`config.mk`:
```
export PLATFORM = sky130hd
export DESIGN_NAME = hsl_hue_saturation_adjust_top
export DESIGN_NICKNAME = d
export VERILOG_FILES = /design/src/rtl/core/hsl_adj_pkg.sv /design/src/rtl/core/hsl_hue_saturation_adjust_top.sv
export VERILOG_INCLUDE_DIRS = /design/src /design/src/rtl/core
export SDC_FILE = /design/constraint.sdc
export NUM_CORES = 2
export LEC_CHECK = 0
export BUFFER_PORTS_ARGS = -buffer_cell sky130_fd_sc_hd__buf_2
export CAP_MARGIN = 5
export CORE_MARGIN = 2
export CORE_UTILIZATION = 40
export DETAILED_ROUTE_END_ITERATION = 8
export PLACE_DENSITY = 0.65
export SLEW_MARGIN = 20
export SYNTH_ARGS = -nofsm -noshare
export SYNTH_HDL_FRONTEND = slang
export SYNTH_SLANG_ARGS = --single-unit
```
`constraint.sdc`:
```
create_clock -name clk -period 45.5 [get_ports clk]
set_input_delay 9.1 -clock clk [delete_from_list [all_inputs] [get_ports clk]]
set_output_delay 9.1 -clock clk [all_outputs]
set_load 0.01 [all_outputs]
```
`src/rtl/core/assert_macros.svh`:
```
// Assertion shorthands for the RTL.
`ifndef ASSERT_MACROS_SVH
`define ASSERT_MACROS_SVH

// Same-cycle implication, checked on every rising edge outside reset.
`define AST_IMPLY(lbl, ante, cons) \
  lbl: assert property (@(posedge clk) disable iff (rst) (ante) |-> (cons)) \
    else $error("same-cycle implication failed");

// Next-cycle implication.
`define AST_NEXT(lbl, ante, cons) \
  lbl: assert property (@(posedge clk) disable iff (rst) (ante) |=> (cons)) \
    else $error("next-cycle implication failed");

`endif

```
`src/rtl/core/hsl_adj_pkg.sv`:
```
// ----------------------------------------------------------------------------
// hsl_adj_pkg
// Shared types and helpers of the HSL hue/saturation/lightness adjuster.
// ----------------------------------------------------------------------------
package hsl_adj_pkg;

  typedef struct packed {
    logic [7:0] in_alpha;
    logic [7:0] in_red;
    logic [7:0] in_green;
    logic [7:0] in_blue;
    logic [7:0] mask_weight;
  } pix_in_t;

  typedef struct packed {
    logic [7:0] out_alpha;
    logic [7:0] out_red;
    logic [7:0] out_green;
    logic [7:0] out_blue;
  } pix_out_t;

  // configuration register indexes
  localparam logic [1:0] REG_HUE   = 2'd0;
  localparam logic [1:0] REG_SAT   = 2'd1;
  localparam logic [1:0] REG_LIGHT = 2'd2;

  localparam logic [10:0] WHEEL = 11'd1536;

  // piece of the hue ramp a channel falls on
  typedef enum logic [1:0] {
    RAMP_RISE,
    RAMP_HOLD_Q,
    RAMP_FALL,
    RAMP_HOLD_P
  } ramp_mode_t;

  // partial remainder and quotient of the restoring dividers
  typedef struct packed {
    logic [15:0] rem;
    logic [8:0]  quo;
  } div_t;

  // trunc(clamp(deg, -180, 180) * 1536 / 360) = trunc(deg * 64 / 15)
  function automatic logic signed [10:0] hue_shift(input logic signed [8:0] deg);
    logic [7:0]  mag;
    logic [13:0] x;
    logic [26:0] prod;
    logic [9:0]  q;
    logic [13:0] rem;
    logic        neg;
    neg = deg[8];
    if (deg > 9'sd180) begin
      mag = 8'd180;
    end else if (deg < -9'sd180) begin
      mag = 8'd180;
    end else if (neg) begin
      mag = 8'(-deg);
    end else begin
      mag = deg[7:0];
    end
    x    = {mag, 6'b0};
    prod = 27'(x) * 27'd4369;  // 2^16/15, rounded down
    q    = prod[25:16];
    rem  = x - (14'(q) * 14'd15);
    if (rem >= 14'd15) begin
      q = q + 10'd1;
    end
    return neg ? -$signed({1'b0, q}) : $signed({1'b0, q});
  endfunction

  // floor(x / 255) for x below 130815 (513 * 255)
  function automatic logic [8:0] div255(input logic [16:0] x);
    logic [8:0] q;
    logic [9:0] r;
    q = x[16:8];
    r = 10'(x[7:0]) + 10'(x[16:8]);
    if (r >= 10'd255) begin
      r = r - 10'd255;
      q = q + 9'd1;
    end
    if (r >= 10'd255) begin
      q = q + 9'd1;
    end
    return q;
  endfunction

  // three quotient bits of a restoring division, top bit first
  function automatic div_t div3(input div_t cur, input logic [8:0] den,
                                input int top);
    div_t       nxt;
    logic [24:0] cmp;
    nxt = cur;
    for (int i = 0; i < 3; i++) begin
      cmp = 25'(den) << (top - i);
      if (25'(nxt.rem) >= cmp) begin
        nxt.rem = nxt.rem - cmp[15:0];
        nxt.quo[top - i] = 1'b1;
      end
    end
    return nxt;
  endfunction

endpackage

```
`src/rtl/core/hsl_hue_saturation_adjust_top.sv`:
```
// ----------------------------------------------------------------------------
// hsl_hue_saturation_adjust_top
// Per-pixel HSL hue rotation, saturation/lightness offset and masked blend.
// ----------------------------------------------------------------------------
// Usage:
//  - Source channel src_valid/src_stall/src_data carries one ARGB pixel plus
//    a mask weight per request; dst_valid/dst_stall/dst_data returns one
//    adjusted ARGB pixel per request, in order.
//  - Config: cfg_we/cfg_index/cfg_data writes hue shift (deg), saturation
//    delta and lightness delta. Write only while the pipe is empty. The hue
//    shift is turned into wheel units once, at write time.
//  - Throughput: one pixel per cycle while no held output freezes the pipe;
//    the 9-bit quotients for hue and saturation come out of restoring
//    dividers unrolled at three bits per stage.
//  - Pipe: prep, divide x3, HSL adjust, lightness multiply, q/p and ramp
//    select, ramp multiply, channel select, blend multiply, blend divide.
//  - dst_stall with a pixel waiting freezes the whole pipe; src_stall then
//    rises in the same cycle, so nothing is dropped or repeated.
//  - Reset (synchronous, rst high) empties the pipe and zeroes all three
//    config registers; weight 0 passes the pixel through, alpha always does.
// ----------------------------------------------------------------------------
`include "assert_macros.svh"

module hsl_hue_saturation_adjust_top (
  input  logic                  clk,
  input  logic                  rst,
  input  logic                  cfg_we,
  input  logic [1:0]            cfg_index,
  input  logic [8:0]            cfg_data,
  input  logic                  src_valid,
  output logic                  src_stall,
  input  hsl_adj_pkg::pix_in_t  src_data,
  output logic                  dst_valid,
  input  logic                  dst_stall,
  output hsl_adj_pkg::pix_out_t dst_data
);
  import hsl_adj_pkg::*;

  localparam int NSTG = 10;

  // config
  logic signed [10:0] shift;
  logic signed [8:0]  sat_delta;
  logic signed [8:0]  light_delta;

  // pipe control
  logic            adv;
  logic [NSTG:1]   vld;

  // source pixel rides along every stage
  pix_in_t  pix [NSTG:1];

  // stage 1..4: prep and division
  logic             chroma [4:1];
  logic [7:0]       lum    [4:1];
  logic             hneg   [4:1];
  logic [10:0]      hbase  [4:1];
  logic [8:0]       sden   [4:1];
  logic [8:0]       hden   [4:1];
  div_t             sdiv   [4:1];
  div_t             hdiv   [4:1];

  // stage 5..
  logic [10:0]      hue5;
  logic [7:0]       sat5, lit5;
  logic [16:0]      prod6;
  logic             low6;
  logic [10:0]      hue6;
  logic [7:0]       sat6, lit6;
  logic [8:0]       q7, p7;
  logic [7:0]       lit7, lit8;
  logic             gray7, gray8;
  ramp_mode_t       mode7 [3];
  ramp_mode_t       mode8 [3];
  logic [8:0]       frac7 [3];
  logic [17:0]      rprod8 [3];
  logic [8:0]       q8, p8;
  logic [7:0]       newc9 [3];
  logic [15:0]      bprod10 [3];
  logic             bneg10  [3];

  // --------------------------------------------------------------------------
  // configuration
  always_ff @(posedge clk) begin
    if (rst) begin
      shift       <= '0;
      sat_delta   <= '0;
      light_delta <= '0;
    end else if (cfg_we) begin
      case (cfg_index)
        REG_HUE:   shift       <= hue_shift($signed(cfg_data));
        REG_SAT:   sat_delta   <= $signed(cfg_data);
        REG_LIGHT: light_delta <= $signed(cfg_data);
        default:   ;
      endcase
    end
  end

  // --------------------------------------------------------------------------
  // flow: the whole pipe moves unless a finished pixel is held at the output
  assign adv       = !(dst_valid && dst_stall);
  assign src_stall = !adv;

  always_ff @(posedge clk) begin
    if (rst) begin
      vld       <= '0;
      dst_valid <= 1'b0;
    end else if (adv) begin
      vld       <= {vld[NSTG-1:1], src_valid};
      dst_valid <= vld[NSTG];
    end
  end

  always_ff @(posedge clk) begin
    if (adv) begin
      pix[1] <= src_data;
      for (int i = 2; i <= NSTG; i++) begin
        pix[i] <= pix[i-1];
      end
    end
  end

  // --------------------------------------------------------------------------
  // stage 1: max/min, lightness, dividend and divisor setup
  logic [7:0]  c_r, c_g, c_b, c_hi, c_lo, c_d, c_a, c_b2, c_mag;
  logic [8:0]  c_sum, c_sden;
  logic [10:0] c_base;
  logic        c_neg;

  always_comb begin
    c_r  = src_data.in_red;
    c_g  = src_data.in_green;
    c_b  = src_data.in_blue;
    c_hi = (c_r > c_g) ? ((c_r > c_b) ? c_r : c_b) : ((c_g > c_b) ? c_g : c_b);
    c_lo = (c_r < c_g) ? ((c_r < c_b) ? c_r : c_b) : ((c_g < c_b) ? c_g : c_b);
    c_sum = 9'(c_hi) + 9'(c_lo);
    c_d   = c_hi - c_lo;
    c_sden = (c_sum[8:1] > 8'd127) ? (9'd510 - c_sum) : c_sum;
    // hue sextant pair chosen by which channel is the max
    if (c_hi == c_r) begin
      c_a = c_g; c_b2 = c_b; c_base = 11'd0;
    end else if (c_hi == c_g) begin
      c_a = c_b; c_b2 = c_r; c_base = 11'd512;
    end else begin
      c_a = c_r; c_b2 = c_g; c_base = 11'd1024;
    end
    c_neg = c_a < c_b2;
    c_mag = c_neg ? (c_b2 - c_a) : (c_a - c_b2);
  end

  // stage 1 setup, then stages 2..4 at three quotient bits each
  always_ff @(posedge clk) begin
    if (adv) begin
      chroma[1]   <= (c_d != 8'd0);
      lum[1]      <= c_sum[8:1];
      hneg[1]     <= c_neg;
      hbase[1]    <= c_base;
      sden[1]     <= (c_d == 8'd0) ? 9'd1 : c_sden;
      hden[1]     <= (c_d == 8'd0) ? 9'd1 : 9'(c_d);
      sdiv[1].rem <= 16'(c_d) * 16'd255;
      sdiv[1].quo <= '0;
      hdiv[1].rem <= {c_mag, 8'b0};
      hdiv[1].quo <= '0;
      for (int s = 2; s <= 4; s++) begin
        chroma[s] <= chroma[s-1];
        lum[s]    <= lum[s-1];
        hneg[s]   <= hneg[s-1];
        hbase[s]  <= hbase[s-1];
        sden[s]   <= sden[s-1];
        hden[s]   <= hden[s-1];
        sdiv[s]   <= div3(sdiv[s-1], sden[s-1], 14 - 3 * s);
        hdiv[s]   <= div3(hdiv[s-1], hden[s-1], 14 - 3 * s);
      end
    end
  end

  // --------------------------------------------------------------------------
  // stage 5: finish hue, rotate, offset saturation and lightness
  logic signed [11:0] h0;
  logic signed [12:0] h1;
  logic signed [10:0] s_sum, l_sum;
  logic [7:0]         s_raw;

  always_comb begin
    h0 = $signed({1'b0, hbase[4]}) + (hneg[4] ? -$signed({3'b0, hdiv[4].quo})
                                                : $signed({3'b0, hdiv[4].quo}));
    if (h0 < 0) begin
      h0 = h0 + 12'sd1536;
    end
    if (!chroma[4]) begin
      h0 = '0;
    end
    h1 = 13'(h0) + 13'(shift);
    if (h1 < 0) begin
      h1 = h1 + 13'sd1536;
    end else if (h1 >= 13'sd1536) begin
      h1 = h1 - 13'sd1536;
    end
    s_raw = chroma[4] ? sdiv[4].quo[7:0] : 8'd0;
    s_sum = $signed({3'b0, s_raw}) + 11'(sat_delta);
    l_sum = $signed({3'b0, lum[4]}) + 11'(light_delta);
  end

  always_ff @(posedge clk) begin
    if (adv) begin
      hue5 <= h1[10:0];
      sat5 <= (s_sum < 0) ? 8'd0 : ((s_sum > 11'sd255) ? 8'd255 : s_sum[7:0]);
      lit5 <= (l_sum < 0) ? 8'd0 : ((l_sum > 11'sd255) ? 8'd255 : l_sum[7:0]);
    end
  end

  // stage 6: lightness product for q
  always_ff @(posedge clk) begin
    if (adv) begin
      low6  <= lit5 < 8'd128;
      prod6 <= (lit5 < 8'd128) ? 17'(lit5) * (17'(sat5) + 17'd255)
                               : 17'(lit5) * 17'(sat5);
      hue6  <= hue5;
      sat6  <= sat5;
      lit6  <= lit5;
    end
  end

  // stage 7: q, p and per-channel ramp position
  logic [8:0]  c_qd, c_q;
  logic [10:0] c_t [3];

  always_comb begin
    c_qd = div255(prod6);
    c_q  = low6 ? c_qd : (9'(lit6) + 9'(sat6) - c_qd);
    c_t[0] = (hue6 >= 11'd1024) ? (hue6 - 11'd1024) : (hue6 + 11'd512);
    c_t[1] = hue6;
    c_t[2] = (hue6 >= 11'd512) ? (hue6 - 11'd512) : (hue6 + 11'd1024);
  end

  always_ff @(posedge clk) begin
    if (adv) begin
      q7    <= c_q;
      p7    <= {lit6, 1'b0} - c_q;
      lit7  <= lit6;
      gray7 <= (sat6 == 8'd0);
      for (int c = 0; c < 3; c++) begin
        if (c_t[c] < 11'd256) begin
          mode7[c] <= RAMP_RISE;
          frac7[c] <= c_t[c][8:0];
        end else if (c_t[c] < 11'd768) begin
          mode7[c] <= RAMP_HOLD_Q;
          frac7[c] <= '0;
        end else if (c_t[c] < 11'd1024) begin
          mode7[c] <= RAMP_FALL;
          frac7[c] <= 9'(11'd1024 - c_t[c]);
        end else begin
          mode7[c] <= RAMP_HOLD_P;
          frac7[c] <= '0;
        end
      end
    end
  end

  // stage 8: ramp products (q >= p, so the shift truncates correctly)
  always_ff @(posedge clk) begin
    if (adv) begin
      q8    <= q7;
      p8    <= p7;
      lit8  <= lit7;
      gray8 <= gray7;
      for (int c = 0; c < 3; c++) begin
        mode8[c]  <= mode7[c];
        rprod8[c] <= 18'(q7 - p7) * 18'(frac7[c]);
      end
    end
  end

  // stage 9: adjusted channel
  logic [9:0] c_val [3];

  always_comb begin
    for (int c = 0; c < 3; c++) begin
      case (mode8[c])
        RAMP_RISE, RAMP_FALL: c_val[c] = 10'(p8) + rprod8[c][17:8];
        RAMP_HOLD_Q:          c_val[c] = 10'(q8);
        RAMP_HOLD_P:          c_val[c] = 10'(p8);
        default:              c_val[c] = 10'(p8);
      endcase
    end
  end

  always_ff @(posedge clk) begin
    if (adv) begin
      for (int c = 0; c < 3; c++) begin
        newc9[c] <= gray8 ? lit8 : ((c_val[c] > 10'd255) ? 8'd255 : c_val[c][7:0]);
      end
    end
  end

  // stage 10: blend magnitude times weight
  logic [7:0] o9 [3];
  logic [7:0] o10 [3];

  always_comb begin
    o9[0]  = pix[9].in_red;
    o9[1]  = pix[9].in_green;
    o9[2]  = pix[9].in_blue;
    o10[0] = pix[10].in_red;
    o10[1] = pix[10].in_green;
    o10[2] = pix[10].in_blue;
  end

  always_ff @(posedge clk) begin
    if (adv) begin
      for (int c = 0; c < 3; c++) begin
        bneg10[c]  <= newc9[c] < o9[c];
        bprod10[c] <= 16'((newc9[c] < o9[c]) ? (o9[c] - newc9[c])
                                             : (newc9[c] - o9[c]))
                      * 16'(pix[9].mask_weight);
      end
    end
  end

  // output: divide by 255, apply sign, register
  logic [8:0] c_bq9 [3];
  logic [7:0] c_bq [3];
  logic [7:0] c_out [3];

  always_comb begin
    for (int c = 0; c < 3; c++) begin
      c_bq9[c] = div255(17'(bprod10[c]));
      c_bq[c]  = c_bq9[c][7:0];
      c_out[c] = bneg10[c] ? (o10[c] - c_bq[c]) : (o10[c] + c_bq[c]);
    end
  end

  always_ff @(posedge clk) begin
    if (adv) begin
      dst_data.out_alpha <= pix[10].in_alpha;
      dst_data.out_red   <= c_out[0];
      dst_data.out_green <= c_out[1];
      dst_data.out_blue  <= c_out[2];
    end
  end

  // --------------------------------------------------------------------------
  // checks
  // zero-weight pixel leaving the last stage: colors come out as they went in
  logic pass10;
  assign pass10 = vld[10] && adv && (pix[10].mask_weight == 8'd0);

  `AST_IMPLY(a_q_ge_p, vld[7], q7 >= p7)
  `AST_NEXT(a_frozen, !adv, $stable(vld))
  `AST_NEXT(a_zero_weight, pass10, dst_data[23:0] == $past(pix[10][31:8]))

endmodule
```
==> impl_metrics.ini <==
[cells_and_area]
syn2layout_area_growth_pct = 9.24
finish.cell_count_without_fillers = 9914
final_core_util = 0.439
layout.area.seq_um2 = 27800
nNetsFinal = 8613
multi_input_area_um2 = 44000
fillCellCount = 17600
layout-drive-gt1-share = 0.0656

[worst_setup_path]
timing.critical_path.to_type = primary output
cpPeakStageDelay_ns = 0.62
critical_path.most_common_cell = buf_2
critical_path_cell_list = buf_2 -> nand2_4 -> inv_1 -> buf_2
timing_worst_setup_path_type = input pin to primary output
critical_path_required_ns = 36.40
worst-r2r-cell-count = 35
critical_path_arrival_ns = 10.57
setup.worst_path.start_class = input pin
crit_slowest_cell = nand2_4
crit_path_max_fanout = 69

[synthesis]
yosys.cell_count.top_type = inv_1
synth.top_cells.by_area = edfxtp_1 36%, fa_1 14%, ha_1 12%
synth_warnings = 0
postSynthAreaPerCell_um2 = 10.5
number_of_flops_mapped_to_enable_cells_by_yosys = 900
synth.cell_area_um2 = 76100
synthFlopType = edfxtp_1
synth_area_leader_cell = edfxtp_1
netlist.area_leader.share = 0.355
yosys-top-cells-count = 993 x inv_1, 900 x edfxtp_1, 724 x ha_1, 583 x nand2_1, 534 x fa_1
ys_async_sr_fraction = 0
synth_seq_area_share = 0.366
synth.ff_latch_count = 940
synth_fp_nets = 8535
ys_types = 108
synthesis.instances = 7221

[timing]
final_period_minus_worst_setup_slack_ns = 19.67
worst-slew-pin-transition_ns = 1.16
finalSetupTns_ns = 0
final_worst_path_period_share = 0.432
rsz0062_at_grt = false
finalWorstSetupSlack_ns = 25.83
finalMaxSlewViolations = 0
relSlewSlack = 0.225
finalSetupViolations = 0
hold_viol_final = 0
fin_worst_skew_ns = 0.0756
max_freq_ghz = 0.0508

[cts]
numClockSinks = 940
cts_post_setup_buffers_inserted = 0
tritoncts = yes
number_of_buffers_created_by_cts = 107
htree_num_levels = 3
cts-root-to-sink-buffers = 3
cts_root_buffer = clkbuf_16
cts_resized = 0
clk-insertion-delay-late_ns = 0.77
cts.hold.buffers_added = 0
clock_transition_at_the_register_clock_pins_on_the_worst_setup_and_hold_paths_after_cts_ns = 0.06

[floorplan]
i_o_pin_count = 90
fp.dieH_um = 440
core_region_area_um2 = 190000
fp.dieArea_um2 = 194000
die-width_um = 440
std_cell_rows = 160
initial_core_util = 0.401

[global_routing]
grt_pass1_vias = 52500
grt_first_pass_wirelength_um = 271000
grt-ovfl-total = 0
combined_global_route_utilization_of_all_metal_layers = 0.171
maximum_number_of_pins_on_one_net_before_global_route_repair = 92
grt_antenna_before_repair = 3

[route]
drtAntennaViolNets = 0
wirelength_um = 164000
num_vias = 51400
routed_wire_length_per_instance_um = 16.6
route.detailed.drc = 0
route.detailed.vias_per_inst = 5.18
detail_route.first_pass.iterations = 6
detail_route.iter0.violations = 2969

[placement]
detailedPlacementHpwl_um = 127000
post-place-cells = 9701
global_placement_routability_congestion = 0.868
port-buffer-count = 89
placement.setup.worst_slack_ns = 25.78

[job]
max_cap_viol_count = 0

[run_status]
run_status = completed

[min_path]
min_path_type = register to register
hold-path-cell-count = 0
layout by cell type, fill, tap and decap left out, types with 27 or more instances in the layout:
| master | netlist | layout |
|---|---|---|
| nand3_1 | 71 | 71 |
| dfxtp_1 | 40 | 40 |
| edfxtp_1 | 900 | 900 |
| o31ai_1 | 35 | 35 |
| xor2_1 | 132 | 130 |
| nor3_1 | 76 | 76 |
| or3_1 | 41 | 41 |
| and2_1 | 262 | 262 |
| o21a_1 | 76 | 76 |
| clkbuf_16 | 0 | 108 |
| ha_1 | 724 | 724 |
| a21oi_1 | 374 | 374 |
| nor2b_1 | 143 | 143 |
| xnor2_1 | 348 | 347 |
| and3_1 | 27 | 27 |
| mux2i_1 | 95 | 95 |
| o21ai_0 | 295 | 294 |
| buf_2 | 7 | 89 |
| nand2b_1 | 68 | 68 |
| nand4_1 | 61 | 61 |
| nor2_1 | 372 | 372 |
| a31oi_1 | 27 | 27 |
| o21bai_1 | 71 | 71 |
| a21boi_0 | 50 | 50 |
| fa_1 | 534 | 534 |
| buf_4 | 1 | 43 |
| a211oi_1 | 43 | 43 |
| nand2_1 | 583 | 582 |
| a21o_1 | 144 | 144 |
| mux2_2 | 97 | 97 |
| inv_1 | 993 | 993 |
worst paths after layout:
path,start,endpoint,slack [ns]
setup / recovery,dst_stall,src_stall,25.83
setup reg to reg,sden[0][19],sdiv[0][99],35.37
hold reg to reg,hdiv[0][78],hdiv[0][103],0.38
hold / removal,hdiv[0][78],hdiv[0][103],0.38
final cells by class:
cell class / count / share of cell area
timing repair buffer: 133 / 0.00938
inverter: 1001 / 0.0452
clock buffer: 119 / 0.0332
sequential: 940 / 0.335
multi-input combinational: 5116 / 0.529
tap: 2511 / 0.0378
clock inverter: 83 / 0.0107
antenna: 11 / 0.000331
stage by stage:
stage / instance area (um^2) / hold slack [ns]
6_report: 83100 / 0.385
5_1_grt: 83100 / 0.386
4_1_cts: 83100 / 0.394
3_5_place_dp: 79400 / 0.405
3_3_place_gp: 79400 / 0.400
2_1_floorplan: 76100 / 0.400
layer usage:
metal | global-route usage | wire length (um)
met3 | 0.0186 | 5260
met1 | 0.214 | 70600
met2 | 0.302 | 82700
met4 | 0.0672 | 5910
met5 | 0 | 0
logic make-up after synthesis:
family | synth area share
adders and majority gates | 0.260
AOI/OAI and AO/OA | 0.114
buffers and inverters | 0.0579
xor gates and xnor gates | 0.0552
and+or+nand+nor | 0.120
DFF | 0.366
muxes | 0.0281
critical path: cells and delay by family:
family	cells	cell delay [ns]
buf+inv	3	0.84
simple gates	1	0.62
state kept, by name, summed over array words and instances (netlist names), 21 cells and up:
name,cells
dst_data,32
rprod8,30
sden,27
frac7,27
hden,21
sdiv,63
hdiv,49
pix,392
newc9,24
lum,32
bprod10,48
Power is left out: the tool's default activity adds up to more than one toggle a clock period on the data nets, which glitch-free logic cannot reach.
